[src/rtl/core/dost_pkg.sv]
// Package: shared constants and types of the dual-order span table.
`default_nettype none
package dost_pkg;
  localparam int unsigned Depth = 64;
  localparam int unsigned SlotW = $clog2(Depth);
  localparam int unsigned CntW = $clog2(Depth + 1);

  localparam logic [1:0] OpInsert = 2'd0;
  localparam logic [1:0] OpDelete = 2'd1;
  localparam logic [1:0] OpSeekStart = 2'd2;
  localparam logic [1:0] OpSeekEnd = 2'd3;

  localparam logic [1:0] StOk = 2'd0;
  localparam logic [1:0] StFull = 2'd1;
  localparam logic [1:0] StRange = 2'd2;

  typedef struct packed {
    logic [15:0] id;
    logic [15:0] start;
    logic [15:0] span_end;
    logic [7:0]  kind;
    logic [15:0] sortn;
  } span_t;
endpackage
`default_nettype wire

[src/rtl/core/dost_cmp.sv]
// Module: shared order comparator, probe entry less than key.
`default_nettype none
module dost_cmp (
  input  dost_pkg::span_t probe_i,
  input  dost_pkg::span_t key_i,
  input  logic            by_end_i,
  input  logic [7:0]      format_kind_i,
  output logic            less_o
);
  import dost_pkg::*;
  always_comb begin
    if (!by_end_i) begin
      if (probe_i.start != key_i.start) less_o = probe_i.start < key_i.start;
      else if (probe_i.span_end != key_i.span_end) less_o = probe_i.span_end > key_i.span_end;
      else if (probe_i.kind != key_i.kind) less_o = probe_i.kind < key_i.kind;
      else if (probe_i.kind == format_kind_i && probe_i.sortn != key_i.sortn)
        less_o = probe_i.sortn < key_i.sortn;
      else less_o = probe_i.id < key_i.id;
    end else begin
      if (probe_i.span_end != key_i.span_end) less_o = probe_i.span_end < key_i.span_end;
      else if (probe_i.start != key_i.start) less_o = probe_i.start > key_i.start;
      else if (probe_i.kind != key_i.kind) less_o = probe_i.kind > key_i.kind;
      else if (probe_i.kind == format_kind_i && probe_i.sortn != key_i.sortn)
        less_o = probe_i.sortn > key_i.sortn;
      else less_o = probe_i.id > key_i.id;
    end
  end
endmodule
`default_nettype wire

[config.mk]
export PLATFORM = sky130hd
export DESIGN_NAME = dost_cmp
export DESIGN_NICKNAME = d
export VERILOG_FILES = /design/src/rtl/core/dost_pkg.sv /design/src/rtl/core/dost_cmp.sv
export SDC_FILE = /design/constraint.sdc
export NUM_CORES = 1
export LEC_CHECK = 0
export ABC_AREA = 1
export BUFFER_PORTS_ARGS = -buffer_cell sky130_fd_sc_hd__clkbuf_2
export CORE_MARGIN = 3
export CORE_UTILIZATION = 47
export DETAILED_ROUTE_END_ITERATION = 10
export GPL_ROUTABILITY_DRIVEN = 0
export PLACE_DENSITY = 0.95
export SLEW_MARGIN = 20
export SYNTH_ARGS = -nofsm -noshare
export SYNTH_HDL_FRONTEND = slang
export SYNTH_SLANG_ARGS = --single-unit
[constraint.sdc]
create_clock -name vclk -period 2.4
set_input_delay 0 -clock vclk [all_inputs]
set_output_delay 0 -clock vclk [all_outputs]
set_load 0.02 [all_outputs]
==> reports/qor.yml <==
run_status:
  outcome: "finished clean"
drt:
  final_antenna_net_count: 0
  first_pass_iters: 4
  via_count: 2637
  drc: 0
  totalWireLength_mm: 5.64
  number_of_violations_reported_at_the_end_of_detailed_routing_iteration_0: 19
  wl_per_cell_um: 10.0
  detail_route.vias_per_cell: 4.68
power_and_ir_drop:
  leakage_nw: 2.11
  power.share.switching: 0.496
  vdd.ir_drop.worst_mv: 0.0683
  p_int_mw: 0.229
  power.share.clock: 0
  seq_power_share: 0
  switchingPower_mw: 0.226
  pwr-share-comb: 1.000
  power.density_nw_per_um2: 151
worst_setup_path:
  critical_path_class: "input port to primary output"
  worst-endpoint-arrival_ps: 1570
  critPathLaunchType: "input port"
  cp.required_ps: 2400
  crit_path_max_fanout: 2
  timing.critical_path.to_type: "primary output"
grt:
  grt_max_degree: 5
  first_global_vias: 2561
  antenna_found_initial: 0
  global_route.usage.total: 0.199
  total_congestion_overflow: 0
  global_route_wire_length_before_repair_mm: 9.23
hold_path:
  worstHoldPathCells: 4
  timing.hold.worst.start: "by_end_i"
  holdPathEnd: "less_o"
  timing.hold.worst.class: "input port to primary output"
logic_synthesis:
  yosys_warnings: 0
  synth.cell_area_um2: 2170
  netlist-cell-type-count: 23
  synth_nets: 582
  post_synth_inst_count: 357
  synth_seq_area_share: 0
  synth_area_per_cell_um2: 6.09
final_layout:
  drive_gt1_frac: 0.344
  layout.area.seq_um2: 0
  seq_cells: 0
  clock_buffer_cells: 0
  antennaDiodeCount: 0
  finalNetCount: 738
  mostFrequentLayoutCells: "sky130_fd_sc_hd__clkbuf_2 (154), sky130_fd_sc_hd__inv_1 (97), sky130_fd_sc_hd__nand2_1 (79)"
  final_common_cell: "sky130_fd_sc_hd__clkbuf_2"
  area_delta_synth_final_pct: 38.5
  layout.filler_cells: 403
timing:
  worst-slew-pin-transition_ps: 241
  timing.max_slew.rel_slack: 0.839
  final_min_period_over_clock_period: 0.655
  rsz0062_at_grt: "no"
  hold-worst-slack_ps: 328
  report.final.slew_viol_count: 0
  timing.fmax_ghz: 0.636
  report.final.hold_viol_count: 0
  fin_crit_ps: 1570
  setup_viol: 0
  timing.setup.tns_ps: 0
die:
  die_w_um: 74
  num_rows: 24
  initial_core_util: 0.492
  die_h_um: 74
  pin_count: 154
  placeableCoreArea_um2: 4410
  die_area_um2: 5480
clock_tree:
  hold_buffers: 0
  postCtsSetupRepairBufs: 0
  post_cts.resized_instances: 0
placed_design:
  dp_wirelength_mm: 5.49
  place.port_buffers: 154
run:
  cap_violations: 0
how the worst max path moves through the flow:
stage | startpoint | end | cells after the start
4_1_cts | key_i[3] | less_o | 18
3_5_place_dp | key_i[3] | less_o | 18
2_1_floorplan | key_i[3] | less_o | 16
5_1_grt | key_i[55] | less_o | 16
3_3_place_gp | key_i[55] | less_o | 16
6_report | key_i[3] | less_o | 18
stage by stage:
stage                     area (um^2)  instances  power [mW]  setup slack [ps]   util
after floorplan                  2170        357       0.266              1100      -
final                            3010        563       0.455               828  0.682
after CTS                        3010        563       0.461               803  0.682
after global placement           3010        563       0.433               853  0.682
after global routing             3010        563       0.536               569  0.682
after detailed placement         3010        563       0.458               817  0.682
metal layers:
layer,global-route usage,vias up,share of wire
li1,-,1425,-
met1,0.201,1129,0.37
met2,0.439,75,0.56
met3,0.00946,8,0.059
met4,0.0282,0,0.011
met5,0,-,0
layout make-up:
cell class,instances,area (um^2),share of cell area
multi-input combinational,255,1790,0.595
timing repair buffer,154,771,0.256
inverter,102,383,0.127
tap,52,65.1,0.0216
cell families after synthesis:
logic type,count (synthesis),share of synthesized area
adders and majority gates,72,0.415
AOI/OAI and AO/OA,49,0.116
buffers and inverters,102,0.176
and+or+nand+nor,129,0.273
xor gates and xnor gates,5,0.0201
power groups by stage:
stage	combinational (mW)	sequential [mW]	clock [mW]
3_3_place_gp	0.433	0	0
2_1_floorplan	0.266	0	0
3_5_place_dp	0.458	0	0
6_report	0.455	0	0
4_1_cts	0.461	0	0
5_1_grt	0.536	0	0
Yosys cell counts:
| library cell | instances | share of area |
|---|---|---|
| sky130_fd_sc_hd__nand3_2 | 5 | 0.023 |
| sky130_fd_sc_hd__inv_2 | 5 | 0.0086 |
| sky130_fd_sc_hd__o21ai_0 | 9 | 0.021 |
| sky130_fd_sc_hd__o21ai_1 | 4 | 0.0092 |
| sky130_fd_sc_hd__and2_1 | 1 | 0.0029 |
| sky130_fd_sc_hd__o21a_1 | 2 | 0.0069 |
| sky130_fd_sc_hd__nor2b_1 | 1 | 0.0029 |
| sky130_fd_sc_hd__inv_1 | 97 | 0.17 |
| sky130_fd_sc_hd__a21oi_1 | 33 | 0.076 |
| sky130_fd_sc_hd__o211ai_1 | 1 | 0.0035 |
| sky130_fd_sc_hd__nor2_2 | 2 | 0.0058 |
| sky130_fd_sc_hd__ha_1 | 72 | 0.41 |
| sky130_fd_sc_hd__nor2_1 | 18 | 0.031 |
| sky130_fd_sc_hd__and2_4 | 1 | 0.0040 |
| sky130_fd_sc_hd__xnor2_1 | 5 | 0.020 |
| sky130_fd_sc_hd__nand4_1 | 3 | 0.0086 |
| sky130_fd_sc_hd__nand2_1 | 79 | 0.14 |
| sky130_fd_sc_hd__nand3_1 | 6 | 0.014 |
| sky130_fd_sc_hd__nor3_2 | 1 | 0.0046 |
| sky130_fd_sc_hd__nor3_1 | 4 | 0.0092 |
| sky130_fd_sc_hd__nand2_2 | 6 | 0.017 |
| sky130_fd_sc_hd__nor2_4 | 1 | 0.0052 |
| sky130_fd_sc_hd__nand3_4 | 1 | 0.0081 |
critical path, cell delays in order:
cell and delay [ps]:
sky130_fd_sc_hd__clkbuf_2 80, sky130_fd_sc_hd__inv_1 30, sky130_fd_sc_hd__ha_1 290, sky130_fd_sc_hd__nand2_2 80
sky130_fd_sc_hd__nor2_1 40, sky130_fd_sc_hd__and2_1 150, sky130_fd_sc_hd__nand2_2 80, sky130_fd_sc_hd__inv_1 40
sky130_fd_sc_hd__nor2_1 120, sky130_fd_sc_hd__nand3_2 80, sky130_fd_sc_hd__nand3_2 70, sky130_fd_sc_hd__nand2_2 50
sky130_fd_sc_hd__nand2_1 50, sky130_fd_sc_hd__nand2_1 40, sky130_fd_sc_hd__nand2_1 50, sky130_fd_sc_hd__nand3_1 60
sky130_fd_sc_hd__nand2_1 70, sky130_fd_sc_hd__clkbuf_2 160
No activity file was read; power rests on OpenSTA's default activity.
